$ cat src/hw/rtl/wsd_pkg.sv
// package for the websocket frame deframer: parse phases, the word passed
// from the header parser to the unmask stage, and framing constants
// no dependencies
`default_nettype none

package wsd_pkg;

   localparam int ByteW = 8;
   localparam int LenW  = 63;
   localparam int KeyW  = 32;
   localparam int LeftW = 4;

   localparam logic [6:0] Len7Ext16 = 7'd126;
   localparam logic [6:0] Len7Ext64 = 7'd127;

   localparam logic [LeftW-1:0] Ext16Bytes = 4'd2;
   localparam logic [LeftW-1:0] Ext64Bytes = 4'd8;
   localparam logic [LeftW-1:0] KeyBytes   = 4'd4;

   typedef enum logic [2:0] {
      PH_HDR0  = 3'd0,
      PH_HDR1  = 3'd1,
      PH_EXT16 = 3'd2,
      PH_EXT64 = 3'd3,
      PH_KEY   = 3'd4,
      PH_DATA  = 3'd5
   } phase_type;

   // one result in the making: raw byte plus the key byte it gets xored with
   typedef struct packed {
      logic [ByteW-1:0] data;
      logic [ByteW-1:0] key;
      logic             has_byte;
      logic             fin_bit;
      logic             was_masked;
      logic [LenW-1:0]  frame_length;
      logic             last_in_frame;
      logic             length_error;
   } item_type;

endpackage

`default_nettype wire

$ cat src/hw/rtl/wsd_front.sv
// header parser: walks the frame header one byte at a time and pushes one
// item per payload byte (or one marker per empty frame) into the queue
// depends on wsd_pkg
`default_nettype none

module wsd_front (
   input  wire logic                        clock,
   input  wire logic                        reset,
   input  wire logic                        in_accept,
   input  wire logic [wsd_pkg::ByteW-1:0]   in_byte,
   output logic                             push,
   output wsd_pkg::item_type                item
);

   wsd_pkg::phase_type phase_ff, phase_in;
   logic                        fin_ff, fin_in;
   logic                        mask_ff, mask_in;
   logic [wsd_pkg::LeftW-1:0]   left_ff, left_in;
   logic [wsd_pkg::LenW-1:0]    len_ff, len_in;
   logic [wsd_pkg::KeyW-1:0]    key_ff, key_in;
   logic [wsd_pkg::LenW-1:0]    idx_ff, idx_in;
   logic                        err_ff, err_in;

   logic [6:0]                  len7;
   logic [wsd_pkg::LeftW-1:0]   left_dec;
   logic [wsd_pkg::LenW-1:0]    len_shift;
   logic [wsd_pkg::LenW-1:0]    idx_inc;
   logic                        data_last;
   logic [wsd_pkg::ByteW-1:0]   key_byte;

   assign len7      = in_byte[6:0];
   assign left_dec  = (left_ff != '0) ? left_ff - 1'b1 : left_ff;
   assign len_shift = {len_ff[wsd_pkg::LenW-9:0], in_byte};
   assign idx_inc   = idx_ff + 1'b1;
   assign data_last = (idx_inc >= len_ff);

   // first key byte sits in the top byte
   always_comb begin
      unique case (idx_ff[1:0])
         2'd0:    key_byte = key_ff[31:24];
         2'd1:    key_byte = key_ff[23:16];
         2'd2:    key_byte = key_ff[15:8];
         default: key_byte = key_ff[7:0];
      endcase
   end

   // next phase
   always_comb begin
      phase_in = phase_ff;
      if (in_accept) begin
         unique case (phase_ff)
            wsd_pkg::PH_HDR1: begin
               if (len7 == wsd_pkg::Len7Ext16) begin
                  phase_in = wsd_pkg::PH_EXT16;
               end else if (len7 == wsd_pkg::Len7Ext64) begin
                  phase_in = wsd_pkg::PH_EXT64;
               end else if (in_byte[7]) begin
                  phase_in = wsd_pkg::PH_KEY;
               end else if (len7 == '0) begin
                  phase_in = wsd_pkg::PH_HDR0;
               end else begin
                  phase_in = wsd_pkg::PH_DATA;
               end
            end
            wsd_pkg::PH_EXT16, wsd_pkg::PH_EXT64: begin
               if (left_dec == '0) begin
                  if (mask_ff) begin
                     phase_in = wsd_pkg::PH_KEY;
                  end else if (len_shift == '0) begin
                     phase_in = wsd_pkg::PH_HDR0;
                  end else begin
                     phase_in = wsd_pkg::PH_DATA;
                  end
               end
            end
            wsd_pkg::PH_KEY: begin
               if (left_dec == '0) begin
                  phase_in = (len_ff == '0) ? wsd_pkg::PH_HDR0 : wsd_pkg::PH_DATA;
               end
            end
            wsd_pkg::PH_DATA: begin
               if (data_last) begin
                  phase_in = wsd_pkg::PH_HDR0;
               end
            end
            default: phase_in = wsd_pkg::PH_HDR1;
         endcase
      end
   end

   // datapath and queue push
   always_comb begin
      fin_in  = fin_ff;
      mask_in = mask_ff;
      left_in = left_ff;
      len_in  = len_ff;
      key_in  = key_ff;
      idx_in  = idx_ff;
      err_in  = err_ff;
      push    = 1'b0;
      item    = '0;
      if (in_accept) begin
         unique case (phase_ff)
            wsd_pkg::PH_HDR1: begin
               mask_in = in_byte[7];
               key_in  = '0;
               idx_in  = '0;
               if (len7 == wsd_pkg::Len7Ext16) begin
                  len_in  = '0;
                  left_in = wsd_pkg::Ext16Bytes;
               end else if (len7 == wsd_pkg::Len7Ext64) begin
                  len_in  = '0;
                  left_in = wsd_pkg::Ext64Bytes;
               end else begin
                  len_in = {{(wsd_pkg::LenW-7){1'b0}}, len7};
                  if (in_byte[7]) begin
                     left_in = wsd_pkg::KeyBytes;
                  end else if (len7 == '0) begin
                     push = 1'b1;
                  end
               end
            end
            wsd_pkg::PH_EXT16, wsd_pkg::PH_EXT64: begin
               len_in  = len_shift;
               left_in = left_dec;
               if (left_dec == '0) begin
                  // length top bit falls out of the 63-bit register here
                  if (phase_ff == wsd_pkg::PH_EXT64 && len_ff[wsd_pkg::LenW-8]) begin
                     err_in = 1'b1;
                  end
                  if (mask_ff) begin
                     left_in = wsd_pkg::KeyBytes;
                  end else if (len_shift == '0) begin
                     push = 1'b1;
                  end
               end
            end
            wsd_pkg::PH_KEY: begin
               key_in  = {key_ff[wsd_pkg::KeyW-9:0], in_byte};
               left_in = left_dec;
               if (left_dec == '0 && len_ff == '0) begin
                  push = 1'b1;
               end
            end
            wsd_pkg::PH_DATA: begin
               idx_in = idx_inc;
               push   = 1'b1;
            end
            default: begin
               fin_in  = in_byte[7];
               mask_in = 1'b0;
               left_in = '0;
               len_in  = '0;
               key_in  = '0;
               idx_in  = '0;
               err_in  = 1'b0;
            end
         endcase

         item.fin_bit      = fin_in;
         item.was_masked   = mask_in;
         item.frame_length = len_in;
         item.length_error = err_in;
         if (phase_ff == wsd_pkg::PH_DATA) begin
            item.data          = in_byte;
            item.key           = key_byte;
            item.has_byte      = 1'b1;
            item.last_in_frame = data_last;
         end else begin
            // empty frame marker
            item.data          = '0;
            item.key           = '0;
            item.has_byte      = 1'b0;
            item.last_in_frame = 1'b1;
         end
      end
   end

   always_ff @(posedge clock) begin
      if (reset) begin
         phase_ff <= wsd_pkg::PH_HDR0;
         fin_ff   <= 1'b0;
         mask_ff  <= 1'b0;
         left_ff  <= '0;
         err_ff   <= 1'b0;
      end else begin
         phase_ff <= phase_in;
         fin_ff   <= fin_in;
         mask_ff  <= mask_in;
         left_ff  <= left_in;
         err_ff   <= err_in;
      end
   end

   always_ff @(posedge clock) begin
      len_ff <= len_in;
      key_ff <= key_in;
      idx_ff <= idx_in;
   end

endmodule

`default_nettype wire

$ cat src/hw/rtl/wsd_queue.sv
// short queue of parsed words between the header parser and the unmask stage
// depends on wsd_pkg
`default_nettype none

module wsd_queue #(
   parameter int Depth = 4
) (
   input  wire logic              clock,
   input  wire logic              reset,
   input  wire logic              push,
   input  wire wsd_pkg::item_type push_item,
   output logic                   full,
   input  wire logic              pop,
   output wsd_pkg::item_type      head_item,
   output logic                   empty
);

   localparam int PtrW = (Depth > 1) ? $clog2(Depth) : 1;
   localparam int CntW = $clog2(Depth + 1);
   localparam logic [PtrW-1:0] LastPtr = PtrW'(Depth - 1);
   localparam logic [CntW-1:0] FullCnt = CntW'(Depth);

   wsd_pkg::item_type slot_ff [Depth];
   logic [PtrW-1:0] wr_ptr_ff, wr_ptr_in;
   logic [PtrW-1:0] rd_ptr_ff, rd_ptr_in;
   logic [CntW-1:0] count_ff, count_in;
   logic            do_push, do_pop;

   assign full      = (count_ff == FullCnt);
   assign empty     = (count_ff == '0);
   assign do_push   = push && !full;
   assign do_pop    = pop && !empty;
   assign head_item = slot_ff[rd_ptr_ff];

   always_comb begin
      wr_ptr_in = wr_ptr_ff;
      rd_ptr_in = rd_ptr_ff;
      count_in  = count_ff;
      if (do_push) begin
         wr_ptr_in = (wr_ptr_ff == LastPtr) ? '0 : wr_ptr_ff + 1'b1;
      end
      if (do_pop) begin
         rd_ptr_in = (rd_ptr_ff == LastPtr) ? '0 : rd_ptr_ff + 1'b1;
      end
      if (do_push && !do_pop) begin
         count_in = count_ff + 1'b1;
      end else if (do_pop && !do_push) begin
         count_in = count_ff - 1'b1;
      end
   end

   always_ff @(posedge clock) begin
      if (reset) begin
         wr_ptr_ff <= '0;
         rd_ptr_ff <= '0;
         count_ff  <= '0;
      end else begin
         wr_ptr_ff <= wr_ptr_in;
         rd_ptr_ff <= rd_ptr_in;
         count_ff  <= count_in;
      end
   end

   always_ff @(posedge clock) begin
      if (do_push) begin
         slot_ff[wr_ptr_ff] <= push_item;
      end
   end

endmodule

`default_nettype wire

$ cat src/hw/rtl/wsd_back.sv
// unmask stage: takes queued words, xors in the key byte and holds the
// result in the output register until it is popped
// depends on wsd_pkg
`default_nettype none

module wsd_back (
   input  wire logic                        clock,
   input  wire logic                        reset,
   input  wire wsd_pkg::item_type           head_item,
   input  wire logic                        queue_empty,
   output logic                             queue_pop,
   output logic                             out_empty,
   input  wire logic                        out_pop,
   output logic [wsd_pkg::ByteW-1:0]        payload_byte,
   output logic                             has_byte,
   output logic                             fin_bit,
   output logic                             was_masked,
   output logic [wsd_pkg::LenW-1:0]         frame_length,
   output logic                             last_in_frame,
   output logic                             length_error
);

   logic                       valid_ff, valid_in;
   logic [wsd_pkg::ByteW-1:0]  byte_ff, byte_in;
   logic                       has_ff, fin_ff, masked_ff, last_ff, err_ff;
   logic [wsd_pkg::LenW-1:0]   len_ff;
   logic                       load;

   // refill the output register when it is free or being popped
   assign load      = !queue_empty && (!valid_ff || out_pop);
   assign queue_pop = load;
   assign byte_in   = head_item.data ^ head_item.key;

   always_comb begin
      valid_in = valid_ff;
      if (load) begin
         valid_in = 1'b1;
      end else if (out_pop) begin
         valid_in = 1'b0;
      end
   end

   always_ff @(posedge clock) begin
      if (reset) begin
         valid_ff <= 1'b0;
      end else begin
         valid_ff <= valid_in;
      end
   end

   always_ff @(posedge clock) begin
      if (load) begin
         byte_ff   <= byte_in;
         has_ff    <= head_item.has_byte;
         fin_ff    <= head_item.fin_bit;
         masked_ff <= head_item.was_masked;
         len_ff    <= head_item.frame_length;
         last_ff   <= head_item.last_in_frame;
         err_ff    <= head_item.length_error;
      end
   end

   assign out_empty     = !valid_ff;
   assign payload_byte  = byte_ff;
   assign has_byte      = has_ff;
   assign fin_bit       = fin_ff;
   assign was_masked    = masked_ff;
   assign frame_length  = len_ff;
   assign last_in_frame = last_ff;
   assign length_error  = err_ff;

endmodule

`default_nettype wire

$ cat src/hw/rtl/websocket_frame_deframer.sv
// top level of the websocket frame deframer: header parser, word queue and
// unmask stage with output register
// depends on wsd_pkg, wsd_front, wsd_queue, wsd_back
//
//   channel   direction  handshake            words
//   req_      in         req_push / req_full  one stream byte
//   rsp_      out        rsp_pop / rsp_empty  one payload byte or empty-frame marker
//
// takes one stream byte every cycle while req_full is low; header bytes give no word, but the last
// header byte of an empty frame gives a marker. A payload word goes into a queue slot at the accepting
// edge and then into the output register, where it shows on rsp_; it waits while the register is held
// req_full rises only when the output register is held and all QueueDepth queue slots fill
// reset is synchronous: the parser returns to the first header byte and the queue empties
`default_nettype none

module websocket_frame_deframer #(
   parameter int QueueDepth = 4
) (
   input  wire logic                        clock,
   input  wire logic                        reset,
   input  wire logic                        req_push,
   output logic                             req_full,
   input  wire logic [wsd_pkg::ByteW-1:0]   req_stream_byte,
   output logic                             rsp_empty,
   input  wire logic                        rsp_pop,
   output logic [wsd_pkg::ByteW-1:0]        rsp_payload_byte,
   output logic                             rsp_has_byte,
   output logic                             rsp_fin_bit,
   output logic                             rsp_was_masked,
   output logic [wsd_pkg::LenW-1:0]         rsp_frame_length,
   output logic                             rsp_last_in_frame,
   output logic                             rsp_length_error
);

   logic              accept;
   logic              push;
   wsd_pkg::item_type push_item;
   wsd_pkg::item_type head_item;
   logic              queue_full;
   logic              queue_empty;
   logic              queue_pop;

   assign req_full = queue_full;
   assign accept   = req_push && !queue_full;

   wsd_front u_front (
      .clock     (clock),
      .reset     (reset),
      .in_accept (accept),
      .in_byte   (req_stream_byte),
      .push      (push),
      .item      (push_item)
   );

   wsd_queue #(
      .Depth (QueueDepth)
   ) u_queue (
      .clock     (clock),
      .reset     (reset),
      .push      (push),
      .push_item (push_item),
      .full      (queue_full),
      .pop       (queue_pop),
      .head_item (head_item),
      .empty     (queue_empty)
   );

   wsd_back u_back (
      .clock         (clock),
      .reset         (reset),
      .head_item     (head_item),
      .queue_empty   (queue_empty),
      .queue_pop     (queue_pop),
      .out_empty     (rsp_empty),
      .out_pop       (rsp_pop),
      .payload_byte  (rsp_payload_byte),
      .has_byte      (rsp_has_byte),
      .fin_bit       (rsp_fin_bit),
      .was_masked    (rsp_was_masked),
      .frame_length  (rsp_frame_length),
      .last_in_frame (rsp_last_in_frame),
      .length_error  (rsp_length_error)
   );

endmodule

`default_nettype wire
$ cat config.mk
export PLATFORM = sky130hd
export DESIGN_NAME = websocket_frame_deframer
export DESIGN_NICKNAME = d
export VERILOG_FILES = /design/src/hw/rtl/wsd_pkg.sv /design/src/hw/rtl/wsd_front.sv /design/src/hw/rtl/wsd_queue.sv /design/src/hw/rtl/wsd_back.sv /design/src/hw/rtl/websocket_frame_deframer.sv
export SDC_FILE = /design/constraint.sdc
export NUM_CORES = 1
export LEC_CHECK = 0
export ABC_AREA = 1
export BUFFER_PORTS_ARGS = -buffer_cell sky130_fd_sc_hd__buf_4
export CAP_MARGIN = 20
export CORE_MARGIN = 2
export CORE_UTILIZATION = 45
export DETAILED_ROUTE_END_ITERATION = 16
export GPL_TIMING_DRIVEN = 0
export PLACE_DENSITY = 0.62
export SYNTH_ARGS = -nofsm -noshare
export SYNTH_HDL_FRONTEND = slang
export SYNTH_SLANG_ARGS = --single-unit
$ cat constraint.sdc
create_clock -name clock -period 15.5 [get_ports clock]
set_input_delay 0.775 -clock clock [delete_from_list [all_inputs] [get_ports clock]]
set_output_delay 0.775 -clock clock [all_outputs]
set_load 0.01 [all_outputs]
; Word-level counts from Yosys, hierarchy flattened
; Memories as Yosys holds them, arrays and structs flattened. A register that Yosys moved wholly into a read port is not among the register bits.
; Cells that the tools add are included.
[totals]
ramBits = 336
output_inout_bits = 78
register_bits = 252
latchBits = 0
in_bits = 12
mem_bits_ro = 0
memories = 1
[op_classes]
mul = 0
reduce_logical = 34
bitwise_logic = 4
n_mux = 52
eq_ne = 16
addsub = 6
div_mod_pow = 0
shifts = 0
order_cmp = 1
[mem_list]
columns = memory, depth, word_bits, read_ports, rd_clocked_by_memory_dff, wr, line
row1 = u_queue.slot_ff, 4, 84, 1, 1, 1, wsd_queue.sv:23  ; wsd_pkg::item_type slot_ff [Depth];
[ops]
columns = operator, count
row1 = 63-bit case mux with 3 select lines, 1
row2 = 63-bit logical NOT, 2
row3 = 63-bit case mux with 2 select lines, 1
row4 = 84-bit two-way mux, 1
row5 = 32-bit case mux with 2 select lines, 1
row6 = "63-bit by 1-bit adder with 63-bit output, second input constant", 1
row7 = 63-bit greater-or-equal comparator, 1
row8 = 63-bit two-way mux, 1
row9 = 3-bit two-way mux, 12
row10 = 4-bit two-way mux, 6
row11 = 8-bit case mux with 3 select lines, 1
row12 = 1-bit two-way mux, 17
row13 = 17-bit two-way mux, 1
row14 = 4-bit case mux with 4 select lines, 1
row15 = "7-bit equality test, second input constant", 2
row16 = 3-bit case mux with 4 select lines, 1
row17 = "3-bit equality test, second input constant", 3
row18 = 3-bit OR reduction, 3
row19 = 1-bit logical AND, 8
row20 = 2-bit two-way mux, 4
row21 = 8-bit bitwise XOR, 1
row22 = 7-bit logical NOT, 1
row23 = 7-bit two-way mux, 1
row24 = "2-bit equality test, second input constant", 3
row25 = other kinds (25), 39

; Depth between registers and ports, before layout
; Gate-level depths: netlist of run 1.
[logic_depth]
word_depth = 12
ltp_mapped = 27
ltp_nobuf = 27

; Hierarchy
; From an unflattened synthesis of run 1, not the netlist that was laid out.
[unflattened]
cells_unflattened = 2578
area_unflattened_um2 = 28109.5
[modules_own_cells]
columns = module, seq_area_each_um2, cells_each, instances, area_each_um2
row1 = wsd_queue, 10269.8, 883, 1, 13581.8
row2 = wsd_front, 4944.7, 1603, 1, 12120.4
row3 = wsd_back, 2302.2, 90, 1, 2397.3
row4 = websocket_frame_deframer, 0.0, 2, 1, 10.0

; Worst setup path before layout of run 1
; OpenSTA, ideal clock, no wires.
[synth_timing]
path_kind = input-to-reg
from = in req_push
to = mem u_queue.slot_ff[0][0] in the netlist's numbering, enable pin
setup_slack_ns = 8.095
path_stages = 6
arrival_time_ns = 6.878
setup_time_ns = 0.527
cell_sequence = inv_1 > nor2_2 > inv_2 > a31oi_1 > nand2_1 > nor2_1
[synth_between]
elab_chain_cells = 5
[synth_rtl]
columns = element, line
row1 = "start, declared", websocket_frame_deframer.sv:21  ; input wire logic req_push,
row2 = 1-bit logical AND, websocket_frame_deframer.sv:44  ; assign accept = req_push && !queue_full;
row3 = named net accept, websocket_frame_deframer.sv:35  ; logic accept;
row4 = 1-bit two-way mux, wsd_front.sv:102  ; if (in_accept) begin
row5 = 1-bit logical AND, wsd_queue.sv:31  ; assign do_push = push && !full;
row6 = 1-bit two-way mux, wsd_queue.sv:65  ; if (do_push) begin
row7 = 1-bit two-way mux (not written as such), wsd_queue.sv:66  ; slot_ff[wr_ptr_ff] <= push_item;
row8 = "end, declared", wsd_queue.sv:23
; The timed path passes the listed nets, and every way through them passes these cells.

==> results.ini, run 1 <==
[run_status]
status = completed

[floorplan]
ioPinCount = 90
die_w_um = 251
initial_core_util = 0.454
fp.dieArea_um2 = 62800
row_count = 90
die_h_um = 251
core-area_um2 = 60200

[setup_path]
reg2reg_depth = 18
critPathLaunch = u_front.idx_ff[0]
crit_path_end_kind = flop
rr_startpoint = u_front.idx_ff[0]
worstSetupStartpointType = flop
r2r-end = u_queue.slot_ff[2][1]
crit_required_ns = 15.87
critPathArrivalTime_ns = 4.80
setup.worst_path.end = u_queue.slot_ff[2][1]
reg2reg_slack_ns = 11.08
path_class = reg -> reg
cp_max_fo = 10

[route]
avgRoutedWirePerCell_um = 20.2
first_iter_violations = 1874
dr.pass1.iters = 6
antenna_left = 0
wirelength_mm = 71.8
vias = 19500
vias_per_cell = 5.47
drc_errors = 0

[synthesis]
synth_edf_count = 570
synth.distinct_cells = 46
yosysMostFrequentCell = edfxtp_1
postSynthAreaPerCell_um2 = 10.7
synth_largest_area_cell = edfxtp_1
synth_warnings = 0
synth_top_area_share = 0.626
synthFlopType = edfxtp_1
synth.area.top_cells = edfxtp_1 63%, nor2_1 6.5%, inv_1 4.8%
synth_cells = 2559
synth-seq-cells = 590
synth_area_um2 = 27300
synthTopCellsByCount = 570 x edfxtp_1, 470 x nor2_1, 353 x inv_1
synth_top_family_by_area = simple AND/OR/NAND/NOR gates
synth-simple-area-share = 0.156
synth_xor_area_frac = 0.0198
synthArstFlopShare = 0
synth-compound-area-share = 0.0836
synthAdderAreaFrac = 0.0355
synthMuxAreaShare = 0
ys_seq_area_frac = 0.640
syn_nets = 2648

[place]
io_buffers = 89
dp_hpwl_mm = 51.6
routabilityCongestion = 0.885

[sta]
period_share = 0.285
finalMaxSlewViolations = 0
finalCriticalPeriod_ns = 4.42
setup-tns-final_ns = 0
hold_viol_final = 0
relSlewSlack = 0.291
skew_ns = 0.0214
holdWs_ns = 0.372
finalSetupViolations = 0
rsz0062_at_grt = no
clock.fmax_mhz = 226
worstMarginPinSlew_ns = 1.06

[grt]
overflow = 0
grt_first_pass_wirelength_mm = 108
antenna_found_initial = 0
grt_max_degree = 36
grt_pass1_vias = 18700
grt.total_usage = 0.224

[power_and_ir_drop]
power.leakage_uw = 0.0116
powerDensity_nw_per_um2 = 184
vdd_drop_max_v = 0.0000879

[cts]
cts_inserted_buffers = 60
ctsHtreeMaxLevel = 2
clk_pin_slew_ns = 0.06
cts_root_buf = clkbuf_16
cts_hold_buffers = 0
clockBufferDepth = 3
cts_setup_buffers = 0
insertion_delay_ns = 0.64
ctsResizeCount = 0
cts_tree = done
cts_sinks = 590

[cells_and_area]
post_route_cells_drive_above_1_share = 0.0916
diodes = 0
area_delta_synth_final_pct = 14.3
fin_nets = 2816

[hold_path]
holdCritPathClass = in -> reg

[flow_run]
maxCapViolCount = 0

[critical path: stages (launching register included)]
cell and delay, ns:
edfxtp_1 0.57, ha_1 0.30, clkbuf_1 0.48, nand2_1 0.26, nor4_1 0.49, xor2_1 0.32
inv_1 0.08, ha_1 0.31, nand2_1 0.08, inv_1 0.05, nand2_1 0.06, nand2_1 0.05
nand2_1 0.06, nand2_1 0.06, nand2_1 0.06, nand2_1 0.04, a21oi_1 0.22, nand4_1 0.36
and2_1 0.33
[cell usage in the layout, fill, tap and decap left out, drive strengths merged]
cell / instances
clkinvlp: 4
or2: 5
edfxtp: 570
a31o: 1
nor2: 484
a21oi: 60
a311oi: 8
o21bai: 1
and2: 5
clkinv: 24
nor4: 15
xor2: 53
dfxtp: 20
o21a: 1
xnor2: 7
a31oi: 1
o22ai: 142
nand4: 50
clkbuf: 167
bufinv: 4
o21ai: 190
ha: 76
nor3: 97
inv: 364
fa: 1
nand2: 248
buf: 115
a21o: 3
nand3: 52
nor3b: 1
a211oi: 2
and3: 1
nand3b: 1
o211a: 1
[state kept, by name, summed over array words and instances (netlist names), 4 cells and up, named ones only]
name and cells:
u_back.payload_byte 8, u_front.key_ff 32, u_back.frame_length 63, u_front.left_ff 4
u_queue.slot_ff 336, u_front.len_ff 63, u_front.idx_ff 63
[worst min-delay path by stage]
stage                          from            endpoint  slack [ns]  cells after the start
floorplan            u_front.err_ff      u_front.err_ff        0.45                      2
global placement    u_front.mask_ff     u_front.mask_ff        0.47                      2
detailed placement   u_front.err_ff      u_front.err_ff        0.47                      2
CTS                           reset  u_front.left_ff[2]        0.34                      2
global route                  reset      u_front.err_ff        0.35                      2
finish                        reset  u_front.left_ff[2]        0.37                      2
[cell type report]
class                           instances  area (um2)
Fill cell                            5210       29000
Buffer                                102         403
Timing Repair Buffer                  106        1010
Sequential cell                       590       17500
Clock inverter                         35         322
Tap cell                              782         978
Clock buffer                           74        1550
Inverter                              361        1360
Multi-Input combinational cell       1506        8140
[cells by family after synthesis]
kind of cell / count (synthesis)
and+or+nand+nor: 959
xor gates and xnor gates: 60
buffers and inverters: 463
AOI/OAI and AO/OA: 410
DFF: 590
adders and majority gates: 77
[metrics by stage]
stage	utilization	power [uW]	area [um2]	instances	worst slack [ns]
floorplan	-	3580	27300	2559	8.09
global placement	0.481	4310	29000	3430	3.47
detailed placement	0.488	4360	29400	3447	11.06
CTS	0.519	5770	31300	3556	11.05
global route	0.519	6070	31300	3556	10.73
finish	0.519	5750	31300	3556	11.08
[where the power goes]
group | internal (uW) | total [uW] | switching (uW)
registers | 2160 | 2300 | 139
logic | 620 | 2050 | 1430
clock network | 781 | 1400 | 621
[metal layers]
metal	part of all wire	vias to the layer above	GRT usage
met1	0.45	9409	0.329
li1	-	9183	-
met4	0.028	0	0.0701
met2	0.45	736	0.345
met3	0.069	126	0.0326
met5	0	-	0
(Power assumes the default switching activity.)
==> run 2: changes to the inputs <==
--- a/config.mk
+++ b/config.mk
@@ -12,7 +12,7 @@
 export CORE_UTILIZATION = 45
 export DETAILED_ROUTE_END_ITERATION = 16
 export GPL_TIMING_DRIVEN = 0
-export PLACE_DENSITY = 0.62
+export PLACE_DENSITY = 0.64
 export SYNTH_ARGS = -nofsm -noshare
 export SYNTH_HDL_FRONTEND = slang
 export SYNTH_SLANG_ARGS = --single-unit
==> constraint.sdc (replaced) <==
create_clock -name clock -period 3.6 [get_ports clock]
set_input_delay 0.18 -clock clock [delete_from_list [all_inputs] [get_ports clock]]
set_output_delay 0.18 -clock clock [all_outputs]
set_load 0.01 [all_outputs]
==> run 2 against run 1 <==
  * Maximum frequency up 24%
  * Clock power rose to 4.3 times the previous value
  * Global-route usage about the same
  * Combinational power rose to 4.5 times the previous value
  * Worst hold slack worse by 0.31 ns
  * Critical path type unchanged
  * Sequential cell count unchanged
  * Total power rose to 4.4 times the previous value
  * Largest power group unchanged
  * Highest routed layer unchanged
  * Non-clock buffer count up 53
==> results.ini, run 2 (same netlist as run 1, synthesis figures left out) <==
[grt]
grt_first_pass_wirelength_mm = 109  ; +0.90%
antenna_found_initial = 0  ; unchanged
overflow = 0  ; unchanged
grt.total_usage = 0.225  ; +0.000466
grt_max_degree = 35  ; -2.8%
grt_pass1_vias = 19100  ; +2.4%

[route]
drc_errors = 0  ; unchanged
avgRoutedWirePerCell_um = 20.0  ; -0.73%
first_iter_violations = 1947  ; +3.9%
vias = 19800  ; +1.8%
wirelength_mm = 72.3  ; +0.69%
dr.pass1.iters = 5  ; -1
vias_per_cell = 5.49  ; +0.36%
antenna_left = 0  ; unchanged

[cts]
cts_inserted_buffers = 59  ; -1.7%
ctsHtreeMaxLevel = 2  ; unchanged
clk_pin_slew_ns = 0.06  ; about the same
clockBufferDepth = 3  ; unchanged
cts_root_buf = clkbuf_16
cts_sinks = 590  ; unchanged
insertion_delay_ns = 0.63  ; about the same
cts_tree = done

[sta]
hold_viol_final = 0  ; unchanged
holdWs_ns = 0.0663  ; -0.306 ns
finalMaxSlewViolations = 0  ; unchanged
finalSetupViolations = 0  ; unchanged
skew_ns = 0.0130  ; -0.00841 ns
relSlewSlack = 0.312  ; +0.0205
worstMarginPinSlew_ns = 1.03  ; -0.0305 ns
setup-tns-final_ns = 0  ; unchanged
clock.fmax_mhz = 281  ; +24%
finalCriticalPeriod_ns = 3.56  ; -0.859 ns
rsz0062_at_grt = yes
period_share = 0.990  ; +0.705

[setup_path]
r2r-end = u_front.phase_ff[2]
cp_max_fo = 4  ; -6
worstSetupStartpointType = flop
crit_required_ns = 4.13  ; -11.74 ns
reg2reg_slack_ns = 0.04  ; -11.04 ns
critPathArrivalTime_ns = 4.09  ; -0.71 ns
rr_startpoint = u_front.idx_ff[0]
reg2reg_depth = 22  ; +4
path_class = reg -> reg
crit_path_end_kind = flop

[cells_and_area]
regMostFlops = u_queue.slot_ff
diodes = 0  ; unchanged
area_delta_synth_final_pct = 18.3
mostFrequentLayoutCells = 570 x edfxtp_1, 451 x nor2_1, 345 x inv_1
stdcell_area_um2 = 32300  ; +3.4%
largest_reg_flops = 336  ; unchanged
fill_cells = 5037  ; -3.3%
fin_nets = 2869  ; +1.9%
final_common_cell = edfxtp_1
post_route_cells_drive_above_1_share = 0.137  ; +0.0458

[floorplan]
core-area_um2 = 60200  ; unchanged
fp.dieArea_um2 = 62800  ; unchanged
die_w_um = 251  ; unchanged
die_h_um = 251  ; unchanged
ioPinCount = 90  ; unchanged
initial_core_util = 0.454  ; unchanged
row_count = 90  ; unchanged

[power_and_ir_drop]
powerDensity_nw_per_um2 = 777  ; +320%
vdd_drop_max_v = 0.000386  ; +340%
power.leakage_uw = 0.0121  ; +4.6%

[place]
routabilityCongestion = 0.933  ; +5.4%
dp_hpwl_mm = 51.7  ; about the same
io_buffers = 89  ; unchanged
placed_area_um2 = 29400  ; +0.16%

[hold_path]
whs_endpoint = u_back.valid_ff
hold-path-cell-count = 4  ; +2
holdCritPathClass = in -> reg
worstHoldStart = rsp_pop

[run_status]
status = completed

[flow_run]
maxCapViolCount = 0  ; unchanged

==> run 2: cell types whose count changed in the layout (fill, tap and decap cells not counted), moves of 9 or more <==
| cell | change |
|---|---|
| nor2_2 | +9 |
| nor2_1 | -13 |
| buf_4 | +39 |
| nand2_1 | -9 |
| xor2_2 | +12 |
| ha_4 | +11 |
| ha_1 | -11 |
| nor4_4 | +9 |
| xor2_1 | -13 |
| nor3_1 | -11 |
==> run 2: power by group <==
group | internal, uW | total [uW] | switching (uW)
combinational | 2880 | 9220 | 6340
sequential | 9310 | 9910 | 603
clock | 3370 | 6010 | 2640
==> run 2: what timing repair did <==
item                                    4_1_cts  5_1_grt
gates resized for setup                      59       51
hold buffers                                  8        0
pin swaps                                    24       46
endpoints found under the hold margin        17        0
gates cloned                                  0        1
buffers inserted                             22       23
endpoints found under the setup margin        7       50
==> run 2: area by class of cell <==
type / count / area [um2] / area share
sequential: 590 / 17500 / 0.542
tap: 782 / 978 / 0.0302
buffer: 102 / 404 / 0.0125
timing repair buffer: 159 / 1460 / 0.0453
multi-input combinational: 1507 / 8750 / 0.270
clock buffer: 71 / 1520 / 0.0470
inverter: 361 / 1360 / 0.0421
clock inverter: 35 / 352 / 0.0109
==> run 2: how the worst max path moves through the flow <==
stage / startpoint / end / cells after the start
global route: u_front.idx_ff[19] / u_front.phase_ff[1] / 21
detailed placement: u_front.idx_ff[0] / u_queue.slot_ff[1][1] / 18
CTS: u_front.idx_ff[0] / u_queue.slot_ff[2][1] / 24
global placement: u_queue.count_ff[0] / u_queue.slot_ff[0][55] / 6
floorplan: u_queue.count_ff[0] / u_queue.count_ff[1] / 8
finish: u_front.idx_ff[0] / u_front.phase_ff[2] / 22
==> run 2: per-layer routing <==
metal / global-route usage / part of all wire / routed length [um] / vias up
met1: 0.316 / 0.43 / 31200 / 9658
li1: - / - / - / 9266
met2: 0.363 / 0.47 / 34000 / 756
met3: 0.0347 / 0.071 / 5160 / 125
met5: 0 / 0 / 0 / -
met4: 0.0666 / 0.026 / 1880 / 0
==> run 2: metrics by stage <==
step,setup WS (ns),power [uW],util,cells
floorplan,-0.413,15400,-,2559
global placement,-1.89,18500,0.483,3430
detailed placement,-1.01,18800,0.489,3447
CTS,-0.0372,25000,0.529,3583
global route,-0.198,26500,0.537,3607
finish,0.0358,25100,0.537,3607
==> run 2: critical path, cell delays in order (launching register included) <==
cell and delay, ns:
edfxtp_1 0.42, ha_4 0.18, nand2_4 0.06, nor2_1 0.13, nand2_2 0.10, nor2_4 0.16
inv_2 0.06, nor2_4 0.12, nand4_4 0.13, nor3_4 0.30, nand3_2 0.17, xnor2_4 0.19
ha_4 0.29, nand4_1 0.08, nor2_1 0.10, nand4_1 0.16, or2_4 0.28, nand4_1 0.09
buf_6 0.14, buf_6 0.10, nand4_1 0.07, nand2_1 0.09, nor2_1 0.04
==> run 3: changes to the inputs <==
--- a/config.mk
+++ b/config.mk
@@ -8,11 +8,14 @@
 export ABC_AREA = 1
 export BUFFER_PORTS_ARGS = -buffer_cell sky130_fd_sc_hd__buf_4
 export CAP_MARGIN = 20
+export CELL_PAD_IN_SITES_DETAIL_PLACEMENT = 0
+export CELL_PAD_IN_SITES_GLOBAL_PLACEMENT = 1
 export CORE_MARGIN = 2
 export CORE_UTILIZATION = 45
 export DETAILED_ROUTE_END_ITERATION = 16
 export GPL_TIMING_DRIVEN = 0
-export PLACE_DENSITY = 0.64
+export PLACE_DENSITY = 0.74
+export SLEW_MARGIN = 10
 export SYNTH_ARGS = -nofsm -noshare
 export SYNTH_HDL_FRONTEND = slang
 export SYNTH_SLANG_ARGS = --single-unit
==> constraint.sdc (replaced) <==
create_clock -name clock -period 4.2 [get_ports clock]
set_input_delay 0.21 -clock clock [delete_from_list [all_inputs] [get_ports clock]]
set_output_delay 0.21 -clock clock [all_outputs]
set_load 0.01 [all_outputs]
==> run 3 against run 2 <==
  * Via count fell by 2.5%
  * Critical endpoint is now u_queue.slot_ff[3][1]
  * Largest cell class unchanged
  * Maximum frequency is 8.8% lower
  * Largest power group unchanged
  * Wire length shrank 0.33%
==> results.ini, run 3 (same netlist as run 1, synthesis figures left out) <==
[sta]
finalMaxSlewViolations = 0  ; unchanged
finalCriticalPeriod_ns = 3.91  ; +0.344 ns
worstMarginPinSlew_ns = 1.03  ; +0.00268 ns
finalSetupViolations = 0  ; unchanged
period_share = 0.931  ; -0.0595
skew_ns = 0.0211  ; +0.00808 ns
clock.fmax_mhz = 256  ; -8.8%
holdWs_ns = 0.0331  ; -0.0332 ns
relSlewSlack = 0.311  ; -0.000891
hold_viol_final = 0  ; unchanged

[route]
first_iter_violations = 1527  ; -22%
avgRoutedWirePerCell_um = 20.1  ; +0.37%
drc_errors = 0  ; unchanged
dr.pass1.iters = 5  ; unchanged
vias = 19300  ; -2.5%
wirelength_mm = 72.1  ; -0.33%
antenna_left = 0  ; unchanged
vias_per_cell = 5.39  ; -1.8%

[floorplan]
die_h_um = 251  ; unchanged
initial_core_util = 0.454  ; unchanged
ioPinCount = 90  ; unchanged
row_count = 90  ; unchanged
die_w_um = 251  ; unchanged
core-area_um2 = 60200  ; unchanged
fp.dieArea_um2 = 62800  ; unchanged

[cts]
cts_tree = done
cts_sinks = 590  ; unchanged
insertion_delay_ns = 0.64  ; about the same
ctsHtreeMaxLevel = 2  ; unchanged
cts_inserted_buffers = 60  ; +1.7%
clockBufferDepth = 3  ; unchanged
cts_root_buf = clkbuf_16
clk_pin_slew_ns = 0.06  ; about the same

[setup_path]
path_class = reg -> reg
cp_top_family = simple AND/OR/NAND/NOR gates
crit_path_end_kind = flop
slowest_delay_ns = 0.42  ; about the same
crit_path_frequent_cell = nand2_1
slowest_stage = edfxtp_1
crit_required_ns = 4.57  ; +0.44 ns
worstSetupStartpointType = flop
cp_max_fo = 5  ; +1
critPathArrivalTime_ns = 4.28  ; +0.19 ns
path_cells = ha_4 -> nand2_2 -> inv_2 -> nand2_2 -> nor2_4 -> nand2_1 -> nor2_2 -> nand4_1 -> nor3_4 -> buf_4 -> buf_4 -> xor2_2 -> inv_1 -> ha_1 -> a21o_1 -> nor2_1 -> nand2_1 -> nand2_1 -> nand2_1 -> a21oi_2 -> nand4_1 -> buf_6 -> and2_1
worst-path-buf-inv = 5  ; +2

[cells_and_area]
area_delta_synth_final_pct = 16.7
diodes = 0  ; unchanged
post-route-util = 0.530  ; -0.00721
final_common_cell = edfxtp_1
largest_reg_flops = 336  ; unchanged
regMostFlops = u_queue.slot_ff
post_route_cells_drive_above_1_share = 0.106  ; -0.0316
mostFrequentLayoutCells = 570 x edfxtp_1, 459 x nor2_1, 353 x inv_1
fill_cells = 5198  ; +3.2%
final-seq-area_um2 = 17500  ; about the same
multi_input_area_um2 = 8220  ; -6.0%
fin_nets = 2840  ; -1.0%

[grt]
grt_first_pass_wirelength_mm = 109  ; about the same
antenna_found_initial = 0  ; unchanged
grt_max_degree = 33  ; -5.7%
overflow = 0  ; unchanged
grt.total_usage = 0.227  ; +0.00236
grt_pass1_vias = 18800  ; -1.8%

[power_and_ir_drop]
vdd_drop_max_v = 0.000359  ; -7.0%
switchingPower_uw = 8060  ; -16%
clkPwrFrac = 0.261  ; +0.022
power.internal_uw = 13700  ; -12%
p_sw_frac = 0.370  ; -0.0112
combPwrFrac = 0.350  ; -0.017
pwr-share-seq = 0.389  ; -0.005
power.leakage_uw = 0.0119  ; -1.9%
powerDensity_nw_per_um2 = 683  ; -12%

[place]
io_buffers = 89  ; unchanged
dp_hpwl_mm = 52.8  ; +2.2%
routabilityCongestion = 0.903  ; -3.2%

[hold_path]
holdCritPathClass = in -> reg

[run_status]
status = completed

[flow_run]
maxCapViolCount = 0  ; unchanged

==> run 3: worst paths after layout <==
check / from / slack, ns / to / depth (start not counted)
worst max register to register: u_front.idx_ff[1] / 0.29 / u_queue.slot_ff[3][1] / 23
worst min-delay path: req_stream_byte[4] / 0.03 / u_front.key_ff[4] / 3
worst min register to register: u_front.left_ff[3] / 0.48 / u_front.left_ff[3] / 2
worst max-delay path: u_front.idx_ff[1] / 0.29 / u_queue.slot_ff[3][1] / 23
==> run 3: stage by stage <==
| step | std cells | worst slack, ns | area, um2 | setup TNS (ns) | power (uW) |
|---|---|---|---|---|---|
| after detailed placement | 3453 | -0.328 | 29600 | -2.06 | 16200 |
| after CTS | 3572 | 0.00509 | 31800 | 0 | 21900 |
| final | 3582 | 0.292 | 31900 | 0 | 21800 |
| after global routing | 3582 | -0.00410 | 31900 | -0.00410 | 23000 |
| after floorplan | 2559 | 0.0836 | 27400 | 0 | 13200 |
| after global placement | 3430 | -1.95 | 29000 | -786.44 | 15900 |
==> run 3: worst min-delay path: stages <==
cell,delay [ns]
buf_4,0.11
inv_1,0.09
nor2_1,0.12
==> run 3: layout make-up <==
cell class | count | area share
inverter | 361 | 0.0426
clock inverter | 41 | 0.0171
buffer | 102 | 0.0126
clock buffer | 70 | 0.0488
multi-input combinational | 1506 | 0.258
sequential | 590 | 0.549
tap | 782 | 0.0307
timing repair buffer | 130 | 0.0418
==> run 3: routing by layer <==
metal / vias up / wire (um) / track usage
met5: - / 0 / 0
met4: 0 / 1700 / 0.0592
met3: 108 / 4140 / 0.0287
met2: 586 / 33500 / 0.365
met1: 9400 / 32700 / 0.327
li1: 9213 / - / -
==> run 3: power by group through the flow <==
stage / clock network (uW) / registers [uW] / logic (uW)
after floorplan: 0 / 8730 / 4440
after global placement: 0 / 8670 / 7230
after detailed placement: 0 / 8600 / 7580
after CTS: 5760 / 8480 / 7630
after global routing: 5990 / 8590 / 8460
final: 5680 / 8480 / 7640
==> run 3: what timing repair did <==
item                                    4_1_cts  5_1_grt
gates resized for setup                       1       19
hold endpoints to repair                     13        0
hold buffers                                  6        0
endpoints found under the setup margin        7        7
buffers inserted                              2       10
pin swaps                                     1        9
